==> src/dhfd_pkg.sv <==
`timescale 1ns / 1ps

package dhfd_pkg;

  // framing bytes
  localparam logic [7:0] HDR_BYTE = 8'h68;
  localparam logic [7:0] END_BYTE = 8'h16;
  localparam logic [7:0] ZERO_BYTE = 8'h00;

  // hard ceiling on the payload byte count
  localparam logic [10:0] MAX_PAYLOAD = 11'd1024;

  // configuration register indexes
  localparam logic REG_PARSE_ENABLE = 1'b0;
  localparam logic REG_MAX_PAYLOAD  = 1'b1;

  // result kinds
  localparam logic KIND_DATA = 1'b0;
  localparam logic KIND_END  = 1'b1;

  // frame status codes
  localparam logic [2:0] ST_OK       = 3'd0;
  localparam logic [2:0] ST_CSUM_ERR = 3'd1;
  localparam logic [2:0] ST_BAD_END  = 3'd2;
  localparam logic [2:0] ST_BAD_LEN  = 3'd3;
  localparam logic [2:0] ST_BAD_HDR2 = 3'd4;

  // one result word from the parser
  typedef struct packed {
    logic        valid;
    logic        kind;
    logic [7:0]  data;
    logic [15:0] ctl;
    logic [15:0] adr;
    logic [2:0]  status;
  } res_t;

endpackage

==> src/dhfd_parser.sv <==
`timescale 1ns / 1ps

module dhfd_parser import dhfd_pkg::*; (
  input  logic        clk,
  input  logic        rst_n,
  input  logic        step,
  input  logic [7:0]  rx_byte,
  input  logic        parse_enable,
  input  logic [10:0] max_payload,
  output res_t        res
);

  // parse phases
  localparam logic [3:0] PH_HUNT   = 4'd0;
  localparam logic [3:0] PH_LEN_HI = 4'd1;
  localparam logic [3:0] PH_LEN_LO = 4'd2;
  localparam logic [3:0] PH_HDR2   = 4'd3;
  localparam logic [3:0] PH_CTL_HI = 4'd4;
  localparam logic [3:0] PH_CTL_LO = 4'd5;
  localparam logic [3:0] PH_ADR_HI = 4'd6;
  localparam logic [3:0] PH_ADR_LO = 4'd7;
  localparam logic [3:0] PH_DATA   = 4'd8;
  localparam logic [3:0] PH_CSUM   = 4'd9;
  localparam logic [3:0] PH_END    = 4'd10;

  logic [3:0]  phase_r, phase_nxt;
  logic [7:0]  len_hi_r, len_hi_nxt;
  logic [10:0] left_r, left_nxt;
  logic [15:0] ctl_r, ctl_nxt;
  logic [15:0] adr_r, adr_nxt;
  logic [7:0]  sum_r, sum_nxt;
  logic        csum_ok_r, csum_ok_nxt;

  logic [10:0] limit;
  logic [15:0] len;
  logic [15:0] count;
  logic        len_bad;
  logic [7:0]  sum_add;

  // length check against the tighter of register and ceiling
  assign limit   = (max_payload < MAX_PAYLOAD) ? max_payload : MAX_PAYLOAD;
  assign len     = {len_hi_r, rx_byte};
  assign count   = len - 16'd4;
  assign len_bad = (len < 16'd4) || (count > {5'd0, limit});
  assign sum_add = sum_r + rx_byte;

  // next state and result for one byte
  always_comb begin
    phase_nxt   = phase_r;
    len_hi_nxt  = len_hi_r;
    left_nxt    = left_r;
    ctl_nxt     = ctl_r;
    adr_nxt     = adr_r;
    sum_nxt     = sum_r;
    csum_ok_nxt = csum_ok_r;
    res         = '0;

    if (!parse_enable) begin
      // raw passthrough, any partial frame is dropped
      phase_nxt   = PH_HUNT;
      left_nxt    = '0;
      sum_nxt     = '0;
      csum_ok_nxt = 1'b0;
      res.valid   = 1'b1;
      res.kind    = KIND_DATA;
      res.data    = rx_byte;
    end else begin
      case (phase_r)
        PH_LEN_HI: begin
          len_hi_nxt = rx_byte;
          phase_nxt  = PH_LEN_LO;
        end
        PH_LEN_LO: begin
          if (len_bad) begin
            phase_nxt  = PH_HUNT;
            left_nxt   = '0;
            sum_nxt    = '0;
            res.valid  = 1'b1;
            res.kind   = KIND_END;
            res.status = ST_BAD_LEN;
          end else begin
            left_nxt  = count[10:0];
            phase_nxt = PH_HDR2;
          end
        end
        PH_HDR2: begin
          if (rx_byte != HDR_BYTE) begin
            phase_nxt  = PH_HUNT;
            left_nxt   = '0;
            sum_nxt    = '0;
            res.valid  = 1'b1;
            res.kind   = KIND_END;
            res.status = ST_BAD_HDR2;
          end else begin
            sum_nxt   = '0;
            phase_nxt = PH_CTL_HI;
          end
        end
        PH_CTL_HI: begin
          ctl_nxt   = {rx_byte, ZERO_BYTE};
          sum_nxt   = sum_add;
          phase_nxt = PH_CTL_LO;
        end
        PH_CTL_LO: begin
          ctl_nxt   = {ctl_r[15:8], rx_byte};
          sum_nxt   = sum_add;
          phase_nxt = PH_ADR_HI;
        end
        PH_ADR_HI: begin
          adr_nxt   = {rx_byte, ZERO_BYTE};
          sum_nxt   = sum_add;
          phase_nxt = PH_ADR_LO;
        end
        PH_ADR_LO: begin
          adr_nxt   = {adr_r[15:8], rx_byte};
          sum_nxt   = sum_add;
          phase_nxt = (left_r == '0) ? PH_CSUM : PH_DATA;
        end
        PH_DATA: begin
          sum_nxt = sum_add;
          if (left_r != '0) begin
            left_nxt = left_r - 11'd1;
          end
          if (left_r <= 11'd1) begin
            phase_nxt = PH_CSUM;
          end
          res.valid = 1'b1;
          res.kind  = KIND_DATA;
          res.data  = rx_byte;
          res.ctl   = ctl_r;
          res.adr   = adr_r;
        end
        PH_CSUM: begin
          csum_ok_nxt = (rx_byte == ~sum_r);
          phase_nxt   = PH_END;
        end
        PH_END: begin
          res.valid = 1'b1;
          res.kind  = KIND_END;
          res.ctl   = ctl_r;
          res.adr   = adr_r;
          if (rx_byte != END_BYTE) begin
            res.status = ST_BAD_END;
          end else begin
            res.status = csum_ok_r ? ST_OK : ST_CSUM_ERR;
          end
          phase_nxt   = PH_HUNT;
          left_nxt    = '0;
          sum_nxt     = '0;
          csum_ok_nxt = 1'b0;
        end
        default: begin
          // hunting, also any unused phase code
          if (rx_byte == HDR_BYTE) begin
            phase_nxt   = PH_LEN_HI;
            left_nxt    = '0;
            sum_nxt     = '0;
            csum_ok_nxt = 1'b0;
          end else begin
            phase_nxt = PH_HUNT;
          end
        end
      endcase
    end
  end

  // parser state
  always_ff @(posedge clk) begin
    if (!rst_n) begin
      phase_r   <= PH_HUNT;
      left_r    <= '0;
      sum_r     <= '0;
      csum_ok_r <= 1'b0;
    end else if (step) begin
      phase_r   <= phase_nxt;
      left_r    <= left_nxt;
      sum_r     <= sum_nxt;
      csum_ok_r <= csum_ok_nxt;
    end
  end

  // frame fields, always loaded before use
  always_ff @(posedge clk) begin
    if (step) begin
      len_hi_r <= len_hi_nxt;
      ctl_r    <= ctl_nxt;
      adr_r    <= adr_nxt;
    end
  end

endmodule

==> src/dual_header_frame_deframer_unit.sv <==
`timescale 1ns / 1ps

// channel   direction  handshake             words
// in_       input      in_valid / in_ready   in_rx_byte
// out_      output     out_valid / out_ready result_kind, data_byte, control_word,
//                                            address_word, frame_status
// cfg_      input      cfg_wr_en             cfg_index, cfg_wdata
//
// one byte per cycle while in_ready is high; each byte updates the parser, and a
// byte that gives a result lands in the output register on the next edge.
// in_ready drops only while a result word sits in the output register and
// out_ready is low; bytes that give no result still wait for that slot.
// synchronous active-low reset: parser hunts for a header, output empty,
// parse_enable = 1, max_payload = 1024.

module dual_header_frame_deframer_unit import dhfd_pkg::*; (
  input  logic        clk,
  input  logic        rst_n,
  input  logic        in_valid,
  output logic        in_ready,
  input  logic [7:0]  in_rx_byte,
  output logic        out_valid,
  input  logic        out_ready,
  output logic        out_result_kind,
  output logic [7:0]  out_data_byte,
  output logic [15:0] out_control_word,
  output logic [15:0] out_address_word,
  output logic [2:0]  out_frame_status,
  input  logic        cfg_wr_en,
  input  logic        cfg_index,
  input  logic [10:0] cfg_wdata
);

  logic        parse_enable_r;
  logic [10:0] max_payload_r;
  logic        out_valid_r;
  res_t        out_r;
  res_t        res;
  logic        in_fire;

  assign in_ready = !out_valid_r || out_ready;
  assign in_fire  = in_valid && in_ready;

  // configuration registers
  always_ff @(posedge clk) begin
    if (!rst_n) begin
      parse_enable_r <= 1'b1;
      max_payload_r  <= MAX_PAYLOAD;
    end else if (cfg_wr_en) begin
      case (cfg_index)
        REG_PARSE_ENABLE: parse_enable_r <= cfg_wdata[0];
        REG_MAX_PAYLOAD:  max_payload_r  <= cfg_wdata;
        default: ;
      endcase
    end
  end

  dhfd_parser u_parser (
    .clk          (clk),
    .rst_n        (rst_n),
    .step         (in_fire),
    .rx_byte      (in_rx_byte),
    .parse_enable (parse_enable_r),
    .max_payload  (max_payload_r),
    .res          (res)
  );

  // output register
  always_ff @(posedge clk) begin
    if (!rst_n) begin
      out_valid_r <= 1'b0;
    end else if (in_fire && res.valid) begin
      out_valid_r <= 1'b1;
    end else if (out_ready) begin
      out_valid_r <= 1'b0;
    end
  end

  always_ff @(posedge clk) begin
    if (in_fire && res.valid) begin
      out_r <= res;
    end
  end

  assign out_valid        = out_valid_r;
  assign out_result_kind  = out_r.kind;
  assign out_data_byte    = out_r.data;
  assign out_control_word = out_r.ctl;
  assign out_address_word = out_r.adr;
  assign out_frame_status = out_r.status;

  // passthrough byte shows up next cycle with empty frame fields
  a_passthrough: assert property (@(posedge clk) disable iff (!rst_n)
    in_fire && !parse_enable_r |=> out_valid_r && out_result_kind == KIND_DATA
      && out_control_word == 16'd0 && out_address_word == 16'd0
      && out_data_byte == $past(in_rx_byte))
    else $error("passthrough word not delivered raw");

  // payload words always carry an ok status
  a_data_status: assert property (@(posedge clk) disable iff (!rst_n)
    out_valid_r && out_result_kind == KIND_DATA |-> out_frame_status == ST_OK)
    else $error("payload word with nonzero status");

  // status code stays in the defined range
  a_status_range: assert property (@(posedge clk) disable iff (!rst_n)
    out_valid_r |-> out_frame_status <= ST_BAD_HDR2)
    else $error("undefined frame status");

  // an empty output slot never stalls the input
  a_ready_empty: assert property (@(posedge clk) disable iff (!rst_n)
    !out_valid_r |-> in_ready)
    else $error("input stalled with empty output");

endmodule

==> config.mk <==
export PLATFORM = sky130hd
export DESIGN_NAME = dual_header_frame_deframer_unit
export DESIGN_NICKNAME = d
export VERILOG_FILES = /design/src/dhfd_pkg.sv /design/src/dhfd_parser.sv /design/src/dual_header_frame_deframer_unit.sv
export SDC_FILE = /design/constraint.sdc
export NUM_CORES = 1
export LEC_CHECK = 0
export ABC_AREA = 1
export BUFFER_PORTS_ARGS = -buffer_cell sky130_fd_sc_hd__buf_2
export CAP_MARGIN = 5
export CORE_MARGIN = 2
export CORE_UTILIZATION = 40
export CTS_CLUSTER_DIAMETER = 200
export CTS_CLUSTER_SIZE = 12
export DETAILED_ROUTE_END_ITERATION = 8
export GPL_ROUTABILITY_DRIVEN = 0
export HOLD_SLACK_MARGIN = 0.02
export PLACE_DENSITY = 0.58
export SYNTH_ARGS = -nofsm -noshare
export SYNTH_HDL_FRONTEND = slang
export SYNTH_SLANG_ARGS = --single-unit
==> constraint.sdc <==
create_clock -name clk -period 8.2 [get_ports clk]
set_input_delay 0.82 -clock clk [delete_from_list [all_inputs] [get_ports clk]]
set_output_delay 0.82 -clock clk [all_outputs]
set_load 0.01 [all_outputs]
== Yosys cells after proc, flatten, opt, wreduce, memory -nomap -nowiden ==
Index checks and enable logic that the tools add are counted.
Widths: inputs -> output; s select.

* Register bits: 121
* Input port bits: 25
* Logic and storage cells: 115

* Bitwise gates (word level): 4
* Add/sub/neg operators: 3
* Reductions and logical operators: 28
* Multiplexer cells: 35
* $lt $le $gt $ge: 4
* Equality and inequality tests: 24

{| class="wikitable"
|+ Operators by type and width
! operator !! count
|-
| $mux 11 || 6
|-
| $pmux 16 s2 || 2
|-
| $pmux 11 s5 || 1
|-
| $pmux 4 s10 || 1
|-
| $mux 8 || 4
|-
| $pmux 8 s4 || 1
|-
| $eq 4x3->1 const B || 4
|-
| $gt 16x11->1 || 1
|-
| $lt 16x3->1 const B || 1
|-
| $sub 16x3->16 const B || 1
|-
| $eq 4x4->1 const B || 3
|-
| $ne 3x2->1 const B || 4
|-
| $reduce_and 3->1 || 4
|-
| $reduce_and 4->1 || 3
|-
| $le 11x1->1 const B || 1
|-
| $logic_not 11->1 || 1
|-
| $lt 11x11->1 const B || 1
|-
| $reduce_bool 11->1 || 1
|-
| $sub 11x1->11 const B || 1
|-
| $mux 10 || 1
|-
| $mux 3 || 3
|-
| $pmux 3 s3 || 1
|-
| $add 8x8->8 || 1
|-
| $eq 4x2->1 const B || 2
|-
| 26 further kinds || 49
|}

== Longest topological paths before layout ==
* Depth in word-level cells: 9
* Mapped depth: 18
* Depth with buffers taken out: 18

== Cells and area by module ==
From an unflattened synthesis, not the netlist that was laid out.

* Cells, all modules: 745
* Area, all modules: 6414.9 um2

{| class="wikitable"
|+ Modules (own cells, without submodules)
! module !! area each (um2) !! sequential area each (um2) !! times used !! cells an instance
|-
| dhfd_parser || 4596.9 || 1681.6 || 1 || 635
|-
| dual_header_frame_deframer_unit || 1818.0 || 1581.5 || 1 || 110
|}

== Worst setup path after synthesis ==
OpenSTA, ideal clock, no wires.

* Path type: input to register
* From: input in_rx_byte[3]
* To: register out_r, in the netlist out_address_word[0] (enable)
* Arrival: 3.362 ns
* Cell stages on the path: 15
* Buffers on the path: 0
* Path slack: 4.440 ns
* Cells stage by stage: inv_1 > ha_1 > nand2_2 > xor2_1 > ha_1 > nand2_1 > nor2_1 > nand2_1 > o211ai_1 > nand3_1 > nand2_2 > nand3_1 > nand3b_1 > nand2_1 > inv_1

* Longest elaborated chain between the ends: 7
* Elaborated cells between the ends (all ways): 10
* Classes of those cells: add/sub: 1; order compare: 2; eq/ne: 1; mux: 4; reduce/logical: 2

{| class="wikitable"
|+ Ends and longest elaborated chain
! item !! RTL line !! text
|-
| start, declared || dual_header_frame_deframer_unit.sv:21 || <nowiki>input logic [7:0] in_rx_byte,</nowiki>
|-
| $sub 16x3->16 || dhfd_parser.sv:43 || <nowiki>assign count = len - 16'd4;</nowiki>
|-
| $gt 16x11->1 || dhfd_parser.sv:44 || <nowiki>assign len_bad = (len < 16'd4) || (count > {5'd0, limit});</nowiki>
|-
| $logic_or 1x1->1 || dhfd_parser.sv:44 ||
|-
| $mux 2 || dhfd_parser.sv:74 || <nowiki>if (len_bad) begin</nowiki>
|-
| $pmux 2 s4 (*) || dhfd_parser.sv:68 || <nowiki>case (phase_r)</nowiki>
|-
| $mux 10 (*) || dhfd_parser.sv:58 || <nowiki>if (!parse_enable) begin</nowiki>
|-
| $logic_and 1x1->1 (*) || dual_header_frame_deframer_unit.sv:80 || <nowiki>if (in_fire && res.valid) begin</nowiki>
|-
| end signal, assigned || dual_header_frame_deframer_unit.sv:81 || <nowiki>out_r <= res;</nowiki>
|-
| end, declared || dual_header_frame_deframer_unit.sv:37 || <nowiki>res_t out_r;</nowiki>
|}

Mark *: on every way between the ends. The rest lies on a longest branch, timed or not.
A chain may end at the register's enable or synchronous reset.

== Final worst setup path ==
* From: input in_rx_byte[3]
* To: register out_r, in the netlist out_data_byte[3] (enable)

The elaborated chain is that of the path after synthesis.

==> results by group <==
Detailed routing
  • Routed len/inst: 13.83 µm
  • Drc violations: 0
  • Drt first pass iters: 5
  • Drt via density: 4.682
  • Drt total wl: 14.56 mm
  • ANT nets after route: 0
  • Initial drt markers: 304
  • DR vias: 4930

Min path
  • Hold Crit Start: max_payload_r[0]
  • Worst Hold Class: reg -> reg
  • WHS Path Cells: 2

Clock network
  • Post-CTS Setup Inserts: 0
  • Clk slew on worst S/H paths: 0.05 ns
  • Hold_buf cts: 0
  • CTS Sinks: 121
  • Total CTS buffers: 17
  • Worst-Skew Late Latency: 0.42 ns
  • CTS tree: yes
  • Root buf cell: clkbuf_16
  • Clock buffer depth: 2
  • Cts repair resizes: 0
  • H-tree levels: 4

Synthesis
  • Cell Area, Synth: 6381 µm²
  • Post-synth EDFFs: 84
  • FFs w/ async S/R, synth: 0
  • Yosys warns: 0
  • Sequential area share after synthesis: 0.5114
  • Largest family of logic cells by synthesized area: simple AND/OR/NAND/NOR gates
  • Post-Syn Nets: 798
  • Post-Synth Simple-Gate Area: 0.2716
  • Post-Synth Adder-Cell Area: 0.04824
  • Synth Instances: 749
  • Post-synthesis compound-gate area fraction: 0.07098
  • Synth cell types: 42
  • Multiplexer share of the synthesized area: 0
  • Post-Synth XOR/XNOR Area: 0.01235
  • Post-synthesis register bit count: 121
  • Synth Area per Inst: 8.520 µm²
  • Ys flop type: edfxtp_1

STA
  • Layout Skew: 0.01105 ns
  • Hold Fails Final Rpt: 0
  • Rel. slew slack: 0.1691
  • Max Fclk: 0.2882 GHz
  • Unrepaired setup endpoints after global routing: false
  • Worst-margin pin slew: 1.237 ns
  • Fin crit period: 3.470 ns
  • Setup Total Neg Slack: 0 ns
  • Final worst-path cycle share: 0.4231
  • Final Max Slew Viols: 0
  • Endpoints failing setup: 0

Run
  • Max_cap viols: 0

Worst setup path
  • Critical Path Source: in_rx_byte[3]
  • Crit path capture type: flop
  • Critical Path RT: 8.25 ns
  • R2R Path Start: parse_enable_r
  • Register-to-Register Path Depth: 7
  • CP Max Fanout: 44
  • Worst setup SP type: primary input
  • Worst Setup Path Type: in -> reg
  • CP arrival: 3.52 ns

GRT
  • Via count of the first global-routing pass: 4630
  • First-pass GRT wire length: 23.52 mm
  • Largest net degree at the start of global routing: 45
  • Initial antenna violation count: 0
  • Gr usage total: 0.1849
  • Remaining Overflow, GRT: 0

Floorplanning
  • DIE HEIGHT: 130.3 µm
  • Total core area: 15710 µm²
  • Die width: 130.3 µm
  • Num rows: 46
  • Die area: 16980 µm²
  • Initial Utilization: 0.4061
  • I/O pin total: 71

Pwr
  • P_leak: 3.346 nW
  • Cell area power density: 194.8 nW/µm²
  • Power, Total: 1.462 mW
  • Peak supply drop: 0.1549 mV

Run status
  • Outcome: completed

Cells and area
  • Ant diodes: 0
  • Nets@finish: 874
  • Layout cell share with drive strength beyond 1: 0.1888
  • Synthesis-to-finish area growth: 17.63%

Placement
  • I/O Buffers: 70
  • DP Wirelength: 10.52 mm
cells in the final DEF (no fill, tap or decap), drive strengths merged, types with 5 or more instances in the layout:
cell type	netlist	routed
nor3	7	7
nand4	13	13
buf	7	74
inv	118	118
ha	23	23
o21ai	25	25
nor2	159	159
o211ai	5	5
clkinv	2	7
a21oi	37	37
dfxtp	37	37
xor2	9	9
edfxtp	84	84
nand2	152	152
nand3	42	42
clkbuf	10	20
power by group:
| group | internal [mW] | switching [mW] |
|---|---|---|
| registers | 0.659 | 0.00516 |
| logic | 0.0282 | 0.0595 |
| clock network | 0.444 | 0.266 |
| total | 1.13 | 0.331 |
synthesized netlist by cell type, types with 9 or more instances:
cell | n | area [µm²]
edfxtp_1 | 84 | 2522
nor2_1 | 147 | 551.8
dfxtp_1 | 37 | 740.7
xor2_1 | 9 | 78.83
inv_1 | 109 | 409.1
nand2_1 | 142 | 533.0
clkbuf_1 | 10 | 37.54
nand3_1 | 30 | 150.1
o21ai_0 | 25 | 125.1
ha_1 | 23 | 287.8
nand3_2 | 11 | 110.1
a21oi_1 | 28 | 140.1
inv_2 | 9 | 33.78
nand4_1 | 12 | 75.07
kinds of logic (layout without fill, tap and decap cells):
group	Yosys count	count (layout)
buffers and inverters	137	225
DFF	121	121
and+or+nand+nor	383	383
AOI/OAI and AO/OA	75	75
xor gates and xnor gates	9	9
adders and majority gates	24	24
sequential cells by signal, summed over array words and instances (netlist names):
signal and flops:
out_valid 1, u_parser.csum_ok_r 1, u_parser.ctl_r 16, out_address_word 16, max_payload_r 11, u_parser.len_hi_r 8
u_parser.phase_r 4, out_data_byte 8, u_parser.sum_r 8, out_control_word 16, out_frame_status 3, parse_enable_r 1
u_parser.adr_r 16, out_result_kind 1, u_parser.left_r 11
worst max-delay path, stage by stage:
cell and delay (ns):
buf_2 0.14, inv_1 0.25, ha_1 0.30, nand2_2 0.11
xor2_1 0.18, ha_1 0.31, nand2_1 0.07, nor2_1 0.11
nand2_1 0.06, o211ai_1 0.08, nand3_1 0.11, nand2_2 0.10
nand3_1 0.13, nand3b_1 0.15, nand2_1 0.08, clkinv_1 0.05
buf_4 0.43
path summary, 6_finish.rpt:
check,end,slack [ns]
worst max-delay path,out_data_byte[3],4.73
worst max register to register,u_parser.left_r[10],4.84
worst min register to register,max_payload_r[0],0.47
worst min-delay path,max_payload_r[0],0.47
per-stage QoR:
stage	setup slack, ns	area [µm²]	hold WS, ns	utilization	instances
final	4.730	7506	0.4660	0.4777	1053
after global routing	4.424	7506	0.4794	0.4777	1053
after CTS	4.742	7491	0.4661	0.4767	1052
after detailed placement	4.300	6929	0.4581	0.4410	1021
after global placement	4.349	6929	0.4543	0.4410	1021
after floorplan	4.440	6381	0.4297	-	749
area by class of cell:
class | count | area, µm²
tap | 216 | 270.3
multi-input combinational | 491 | 2572
sequential | 121 | 3263
clock inverter | 11 | 125.1
inverter | 120 | 450.4
clock buffer | 20 | 436.7
timing repair buffer | 74 | 387.9
fill | 1548 | 8207
routing by layer:
metal	global-route usage	vias up	share of wire	wire length [µm]
met3	0.05822	21	0.053	766
met4	0.07021	0	0.017	246
met5	0	-	0	0
li1	-	2577	-	-
met2	0.3114	131	0.48	7001
met1	0.2220	2201	0.45	6547
Power figures use the tool's default switching activity.
